===== config.mk =====
export PLATFORM = sky130hd
export DESIGN_NAME = graphics_command_base64_decoder_top
export DESIGN_NICKNAME = d
export VERILOG_FILES = /design/src/gcbd_pkg.sv /design/src/gcbd_parse.sv /design/src/gcbd_b64.sv /design/src/graphics_command_base64_decoder_top.sv
export SDC_FILE = /design/constraint.sdc
export NUM_CORES = 1
export LEC_CHECK = 0
export ABC_AREA = 1
export BUFFER_PORTS_ARGS = -buffer_cell sky130_fd_sc_hd__buf_2
export CAP_MARGIN = 5
export CORE_MARGIN = 10
export CORE_UTILIZATION = 45
export CTS_BUF_LIST = sky130_fd_sc_hd__clkbuf_4 sky130_fd_sc_hd__clkbuf_8
export CTS_CLUSTER_DIAMETER = 30
export CTS_CLUSTER_SIZE = 28
export DETAILED_ROUTE_END_ITERATION = 16
export PLACE_DENSITY = 0.72
export RECOVER_POWER = 25
export SKIP_CTS_REPAIR_TIMING = 1
export SLEW_MARGIN = 20
export SYNTH_ARGS = -nofsm -noshare
export SYNTH_HDL_FRONTEND = slang
export SYNTH_SLANG_ARGS = --single-unit

===== constraint.sdc =====
create_clock -name clk -period 2.7 [get_ports clk]
set_input_delay 0.54 -clock clk [delete_from_list [all_inputs] [get_ports clk]]
set_output_delay 0.54 -clock clk [all_outputs]
set_load 0.05 [all_outputs]

===== src/gcbd_pkg.sv =====
// Package: types, constants and helper functions of the graphics command base64 decoder.
`default_nettype none

package gcbd_pkg;

    localparam logic [3:0] MIN_DECODED_BYTES = 4'd8;

    typedef enum logic [1:0] {
        PH_FIRST,
        PH_KEYS,
        PH_PAYLOAD,
        PH_NOTGFX
    } phase_t;

    typedef enum logic [1:0] {
        PP_START,
        PP_SAW_F,
        PP_VALUE,
        PP_SKIP
    } pair_t;

    typedef enum logic [2:0] {
        ST_OK          = 3'd0,
        ST_NOTGFX      = 3'd1,
        ST_MISSING     = 3'd2,
        ST_UNSUPPORTED = 3'd3,
        ST_SHORT       = 3'd4
    } status_t;

    localparam logic [2:0] MATCH_FULL = 3'd3;
    localparam logic [2:0] MATCH_BAD  = 3'd4;

    localparam logic [7:0] CH_G     = 8'h47;
    localparam logic [7:0] CH_SEMI  = 8'h3B;
    localparam logic [7:0] CH_COMMA = 8'h2C;
    localparam logic [7:0] CH_F     = 8'h66;
    localparam logic [7:0] CH_EQ    = 8'h3D;
    localparam logic [7:0] CH_ONE   = 8'h31;
    localparam logic [7:0] CH_ZERO  = 8'h30;

    typedef struct packed {
        logic       vld;
        logic [7:0] data;
        logic       enough;
    } b64_res_t;

    // Expected characters of the format value "100".
    function automatic logic [7:0] want_char(input logic [1:0] idx);
        return (idx == 2'd0) ? CH_ONE : CH_ZERO;
    endfunction

    // Sextet value in [5:0]; bit 6 set means skip the character.
    function automatic logic [6:0] sextet(input logic [7:0] c);
        logic [6:0] v;
        v = 7'h40;
        if (c >= 8'h41 && c <= 8'h5A)
            v = {1'b0, 6'(c - 8'h41)};
        else if (c >= 8'h61 && c <= 8'h7A)
            v = {1'b0, 6'(c - 8'h61 + 8'd26)};
        else if (c >= 8'h30 && c <= 8'h39)
            v = {1'b0, 6'(c - 8'h30 + 8'd52)};
        else if (c == 8'h2B || c == 8'h2D)
            v = 7'd62;
        else if (c == 8'h2F || c == 8'h5F)
            v = 7'd63;
        return v;
    endfunction

endpackage

`default_nettype wire


===== src/gcbd_parse.sv =====
// Message parser: header check, key list scan for the format pair, final status.
`default_nettype none

module gcbd_parse (
    input  wire logic       clk,
    input  wire logic       rst_n,
    input  wire logic       step,
    input  wire logic [7:0] in_byte,
    input  wire logic       last,
    input  wire logic       enough,
    output logic            decode_en,
    output logic [2:0]      status
);

    gcbd_pkg::phase_t phase_reg, phase_next;
    gcbd_pkg::pair_t  pair_reg, pair_next;
    logic             found_reg, found_next;
    logic [2:0]       match_reg, match_next;

    always_ff @(posedge clk or negedge rst_n)
    begin
        if (!rst_n)
        begin
            phase_reg <= gcbd_pkg::PH_FIRST;
            pair_reg  <= gcbd_pkg::PP_START;
            found_reg <= 1'b0;
            match_reg <= 3'd0;
        end
        else if (step)
        begin
            if (last)
            begin
                phase_reg <= gcbd_pkg::PH_FIRST;
                pair_reg  <= gcbd_pkg::PP_START;
                found_reg <= 1'b0;
                match_reg <= 3'd0;
            end
            else
            begin
                phase_reg <= phase_next;
                pair_reg  <= pair_next;
                found_reg <= found_next;
                match_reg <= match_next;
            end
        end
    end

    always_comb
    begin
        phase_next = phase_reg;
        pair_next  = pair_reg;
        found_next = found_reg;
        match_next = match_reg;
        unique case (phase_reg)
            gcbd_pkg::PH_FIRST:
            begin
                phase_next = (in_byte == gcbd_pkg::CH_G) ? gcbd_pkg::PH_KEYS
                                                         : gcbd_pkg::PH_NOTGFX;
            end
            gcbd_pkg::PH_KEYS:
            begin
                if (in_byte == gcbd_pkg::CH_SEMI)
                    phase_next = gcbd_pkg::PH_PAYLOAD;
                else if (in_byte == gcbd_pkg::CH_COMMA)
                    pair_next = found_reg ? gcbd_pkg::PP_SKIP : gcbd_pkg::PP_START;
                else
                begin
                    unique case (pair_reg)
                        gcbd_pkg::PP_START:
                        begin
                            pair_next = (in_byte == gcbd_pkg::CH_F) ? gcbd_pkg::PP_SAW_F
                                                                    : gcbd_pkg::PP_SKIP;
                        end
                        gcbd_pkg::PP_SAW_F:
                        begin
                            if (in_byte == gcbd_pkg::CH_EQ)
                            begin
                                found_next = 1'b1;
                                match_next = 3'd0;
                                pair_next  = gcbd_pkg::PP_VALUE;
                            end
                            else
                                pair_next = gcbd_pkg::PP_SKIP;
                        end
                        gcbd_pkg::PP_VALUE:
                        begin
                            if (match_reg < gcbd_pkg::MATCH_FULL &&
                                in_byte == gcbd_pkg::want_char(match_reg[1:0]))
                                match_next = match_reg + 3'd1;
                            else
                                match_next = gcbd_pkg::MATCH_BAD;
                        end
                        gcbd_pkg::PP_SKIP:
                        begin
                            pair_next = pair_reg;
                        end
                    endcase
                end
            end
            gcbd_pkg::PH_PAYLOAD,
            gcbd_pkg::PH_NOTGFX:
            begin
                phase_next = phase_reg;
            end
        endcase
    end

    assign decode_en = (phase_reg == gcbd_pkg::PH_PAYLOAD) && found_reg &&
                       (match_reg == gcbd_pkg::MATCH_FULL);

    // A message that ends on its first byte is never a graphics message.
    always_comb
    begin
        priority if (phase_reg == gcbd_pkg::PH_FIRST || phase_next == gcbd_pkg::PH_NOTGFX)
            status = gcbd_pkg::ST_NOTGFX;
        else if (!found_next)
            status = gcbd_pkg::ST_MISSING;
        else if (match_next != gcbd_pkg::MATCH_FULL)
            status = gcbd_pkg::ST_UNSUPPORTED;
        else if (!enough)
            status = gcbd_pkg::ST_SHORT;
        else
            status = gcbd_pkg::ST_OK;
    end

endmodule

`default_nettype wire


===== src/gcbd_b64.sv =====
// Base64 sextet decode, bit accumulator and decoded byte counter.
`default_nettype none

module gcbd_b64 #(
    parameter logic [3:0] MIN_DECODED_BYTES = gcbd_pkg::MIN_DECODED_BYTES
) (
    input  wire logic       clk,
    input  wire logic       rst_n,
    input  wire logic       step,
    input  wire logic       decode_en,
    input  wire logic [7:0] in_byte,
    input  wire logic       last,
    output gcbd_pkg::b64_res_t res
);

    logic [11:0] buf_reg, buf_next;
    logic [2:0]  cnt_reg, cnt_next;
    logic [3:0]  count_reg, count_next;
    logic [6:0]  sx;
    logic [3:0]  sum;

    assign sx  = gcbd_pkg::sextet(in_byte);
    assign sum = {1'b0, cnt_reg} + 4'd6;

    always_comb
    begin
        buf_next   = buf_reg;
        cnt_next   = cnt_reg;
        count_next = count_reg;
        res.vld    = 1'b0;
        res.data   = 8'd0;
        if (decode_en && !sx[6])
        begin
            buf_next = {buf_reg[5:0], sx[5:0]};
            cnt_next = sum[2:0];
            if (sum[3])
            begin
                res.vld  = 1'b1;
                res.data = 8'(buf_next >> cnt_next);
                if (count_reg < MIN_DECODED_BYTES)
                    count_next = count_reg + 4'd1;
            end
        end
        res.enough = (count_next >= MIN_DECODED_BYTES);
    end

    always_ff @(posedge clk or negedge rst_n)
    begin
        if (!rst_n)
        begin
            buf_reg   <= 12'd0;
            cnt_reg   <= 3'd0;
            count_reg <= 4'd0;
        end
        else if (step)
        begin
            if (last)
            begin
                buf_reg   <= 12'd0;
                cnt_reg   <= 3'd0;
                count_reg <= 4'd0;
            end
            else
            begin
                buf_reg   <= buf_next;
                cnt_reg   <= cnt_next;
                count_reg <= count_next;
            end
        end
    end

endmodule

`default_nettype wire


===== src/graphics_command_base64_decoder_top.sv =====
// Top level of the graphics command base64 decoder.
// Takes one message byte per cycle unless the output register is stalled ("G", key=value list,
// ";", base64 payload, last flag on the final byte), emits each decoded payload byte and a
// status on the last byte. Throughput is one byte per cycle while out_ready allows: each byte
// waits in the input register while the parser and base64 accumulator update, and its result,
// if it has one, lands in the output register. in_ready drops only when the input register
// holds a byte while the output register is occupied and stalled.
`default_nettype none

module graphics_command_base64_decoder_top #(
    parameter logic [3:0] MIN_DECODED_BYTES = gcbd_pkg::MIN_DECODED_BYTES
) (
    input  wire logic       clk,
    input  wire logic       rst_n,
    input  wire logic       in_valid,
    output logic            in_ready,
    input  wire logic [7:0] in_byte,
    input  wire logic       last,
    output logic            out_valid,
    input  wire logic       out_ready,
    output logic [7:0]      out_byte,
    output logic            byte_valid,
    output logic            done_res,
    output logic [2:0]      status
);

    logic       in_v_reg;
    logic [7:0] in_byte_reg;
    logic       last_reg;
    logic       out_v_reg;
    logic [7:0] out_byte_reg;
    logic       byte_valid_reg;
    logic       done_reg;
    logic [2:0] status_reg;

    logic       advance;
    logic       produce;
    logic       decode_en;
    logic [2:0] st;
    gcbd_pkg::b64_res_t res;

    assign advance  = in_v_reg && (!out_v_reg || out_ready);
    assign in_ready = !in_v_reg || !out_v_reg || out_ready;
    assign produce  = advance && (res.vld || last_reg);

    gcbd_parse u_parse (
        .clk       (clk),
        .rst_n     (rst_n),
        .step      (advance),
        .in_byte   (in_byte_reg),
        .last      (last_reg),
        .enough    (res.enough),
        .decode_en (decode_en),
        .status    (st)
    );

    gcbd_b64 #(
        .MIN_DECODED_BYTES (MIN_DECODED_BYTES)
    ) u_b64 (
        .clk       (clk),
        .rst_n     (rst_n),
        .step      (advance),
        .decode_en (decode_en),
        .in_byte   (in_byte_reg),
        .last      (last_reg),
        .res       (res)
    );

    always_ff @(posedge clk or negedge rst_n)
    begin
        if (!rst_n)
        begin
            in_v_reg  <= 1'b0;
            out_v_reg <= 1'b0;
        end
        else
        begin
            if (in_valid && in_ready)
                in_v_reg <= 1'b1;
            else if (advance)
                in_v_reg <= 1'b0;

            if (produce)
                out_v_reg <= 1'b1;
            else if (out_ready)
                out_v_reg <= 1'b0;
        end
    end

    always_ff @(posedge clk)
    begin
        if (in_valid && in_ready)
        begin
            in_byte_reg <= in_byte;
            last_reg    <= last;
        end
        if (produce)
        begin
            out_byte_reg   <= res.data;
            byte_valid_reg <= res.vld;
            done_reg       <= last_reg;
            status_reg     <= last_reg ? st : gcbd_pkg::ST_OK;
        end
    end

    assign out_valid  = out_v_reg;
    assign out_byte   = out_byte_reg;
    assign byte_valid = byte_valid_reg;
    assign done_res   = done_reg;
    assign status     = status_reg;

endmodule

`default_nettype wire


==> summary.md <==
| Metric | Value |
|---|---|
| I/O pin cnt | 28 |
| Die footprint | 10770 um^2 |
| Initial antenna violation count | 0 |
| CP max FO | 13 |
| Max-slew violations | 0 |
| PortBufs | 27 |
| Inst Count DP | 538 |
| Setup TNS | 0 ps |
| Worst Setup Slack, final | 230.4 ps |
| Cell Pwr Density | 470.5 nW/um^2 |
| Die height | 103.8 um |
| Min-delay worst type | primary input to flop |
| Clock latency on the worst-skew pair | 310 ps |
| Post-Layout Cell Count | 550 |
| DP HPWL | 5.742 mm |
| RD Place Congestion | 0.8924 |
| Worst Skew | 6.827 ps |
| Die Wd | 103.8 um |
| Most numerous cell in the Yosys netlist | nand2_1 |
| Clock root cell | clkbuf_8 |
| Tot GR Track Use | 0.1351 |
| CTS Buf Count | 5 |
| Grt total ovfl | 0 |
| Final Instance Area | 3578 um^2 |
| Yosys warnings | 0 |
| Clk sinks | 44 |
| Detailed-route wire length | 7.303 mm |
| Vias in the first global route | 2568 |
| Most frequent cells after synthesis | 112 x nand2_1, 51 x nand3_1, 42 x inv_1 |
| DR iter-0 viols | 168 |
| First-pass GRT wire length | 12.41 mm |
| Synth Area per Inst | 7.662 um^2 |
| Final design utilization | 0.5267 |
| Ys async rst share | 0.5000 |
| Largest net degree at the start of global routing | 23 |
| ANT nets after route | 0 |
| Layout area overhead | 13.36% |
| Maximum clock rate | 404.9 MHz |
| Status | finished, final reports clean |
| Number of synthesized flops with an enable pin | 22 |
| Routed via count | 2726 |
| Final Hold Violating Endpoints | 0 |
| Post-Syn Nets | 448 |
| Register area share after synthesis | 0.3837 |
| Final worst path period share | 0.9147 |
| Clock slew at reported path FFs | 90 ps |
| Actual slew at the worst max-slew pin | 1264 ps |
| NumNets Final | 489 |
| Commonest register cell after synthesis | edfxtp_1 |
| Setup CP Type | flop to flop |
| Core area | 6794 um^2 |
| Unrepaired setup endpoints after global routing | false |
| Synthesized instance count | 412 |
| Netlist cell types | 41 |
| Required @ worst endpoint | 2650 ps |
| Share of cells above drive strength 1 | 0.1828 |
| CTS tree | built |
| Max VDD drop | 0.2292 mV |
| DR WL/cell | 13.28 um |
| DRC Markers | 0 |
| Crit end category | flop |
| Final setup viols | 0 |
| CTS Buffer Depth | 2 |
| Dpl ws | 120.1 ps |
| Placement row count | 30 |
| Top-area cell type share of the netlist area | 0.2093 |
| Slew margin rel. | 0.1573 |
| LEAKAGE | 1.787 nW |
| Post-DP Area | 3461 um^2 |
| Max_cap viols | 0 |
| Mapped Area | 3157 um^2 |
| Area contributors post-synth | edfxtp_1 21%, dfrtp_1 17%, nand2_1 13% |
| Initial Util | 0.4646 |
| CTS H-tree depth | 2 |
| Via/cell ratio | 4.956 |
| Number of inserted diodes | 0 |
| Crit start category | flop |
| Cell taking the most area after synthesis | edfxtp_1 |
| Arrival time at the worst endpoint | 2420 ps |
| DR pass1 iterations | 5 |
| Fin crit period | 2470 ps |
| Synth Register Bits | 44 |
## kinds of logic (layout without fill, tap and decap cells)
group                    count (synthesis)  after routing  synth area share
AO/OA/AOI/OAI                           38             38           0.06897
XOR/XNOR                                 9              9           0.02497
adder cells (fa/ha/maj)                 23             23           0.09116
buffers and inverters                   61            103           0.07689
flip-flops                              44             44            0.3837
AND/OR/NAND/NOR                        237            237            0.3543
## power breakdown
part | switching (mW) | total [mW] | internal (mW)
logic | 0.302 | 0.445 | 0.143
registers | 0.0406 | 0.800 | 0.760
clock network | 0.247 | 0.438 | 0.192
total | 0.590 | 1.68 | 1.09
## final timing paths
kind	start	endpoint	slack [ps]	cells after the start
max	in_byte_reg[1]	status[0]	230	12
min reg2reg	u_b64.buf_reg[4]	u_b64.buf_reg[4]	520	2
max reg2reg	in_byte_reg[1]	status[0]	230	12
min in group asynchronous	rst_n	u_parse.match_reg[1]	480	1
max in group asynchronous	rst_n	u_b64.buf_reg[5]	1470	1
min	in_byte[0]	in_byte_reg[0]	400	1
## layout make-up
class                      count  area, um^2
fill                         655        3216
multi-input combinational    307        1703
sequential                    44        1211
timing repair buffer          44       261.5
inverter                      51       193.9
tap                           96       120.1
clock buffer                   6       76.32
clock inverter                 2       12.51
## placed cells by master, fill, tap and decap left out, types with 2 or more instances in the layout
cell type / count
nor2_1: 35
a21oi_2: 2
xnor2_1: 3
inv_1: 42
o31ai_1: 2
buf_4: 17
nand4_1: 8
buf_2: 26
ha_1: 23
dfrtp_1: 22
clkbuf_8: 5
nor2_2: 4
nor2_8: 2
nand2_2: 8
edfxtp_1: 22
nand3_2: 3
nand3_1: 51
o21ai_0: 13
nand2_1: 112
inv_2: 7
a21oi_1: 10
xor2_1: 6
o21ai_1: 5
nor3_1: 6
## layer usage
metal	track usage	vias up	wire (um)
met5	0	-	0
met1	0.1779	1233	3500
li1	-	1423	-
met2	0.2144	59	3345
met3	0.03594	11	376
met4	0.03280	0	81
## metrics by stage
stage                     total power, mW  hold WS, ps
after floorplan                     1.130        244.4
after global placement              1.245        484.6
after detailed placement            1.251        498.7
after CTS                           1.692        217.7
after global routing                1.786        389.0
final                               1.684        399.7
## worst max-delay path: stages (launching register included)
cell and delay [ps]:
edfxtp_1 490, inv_1 180, ha_1 240, nand2_1 90, nand3_1 80, nand2_1 60, nand2_2 120, nand2_2 100
nand3_4 120, nand2_8 70, nor2_8 130, nand2_1 80, nand2_1 380
Note: power is estimated with default switching activity, not from simulation.
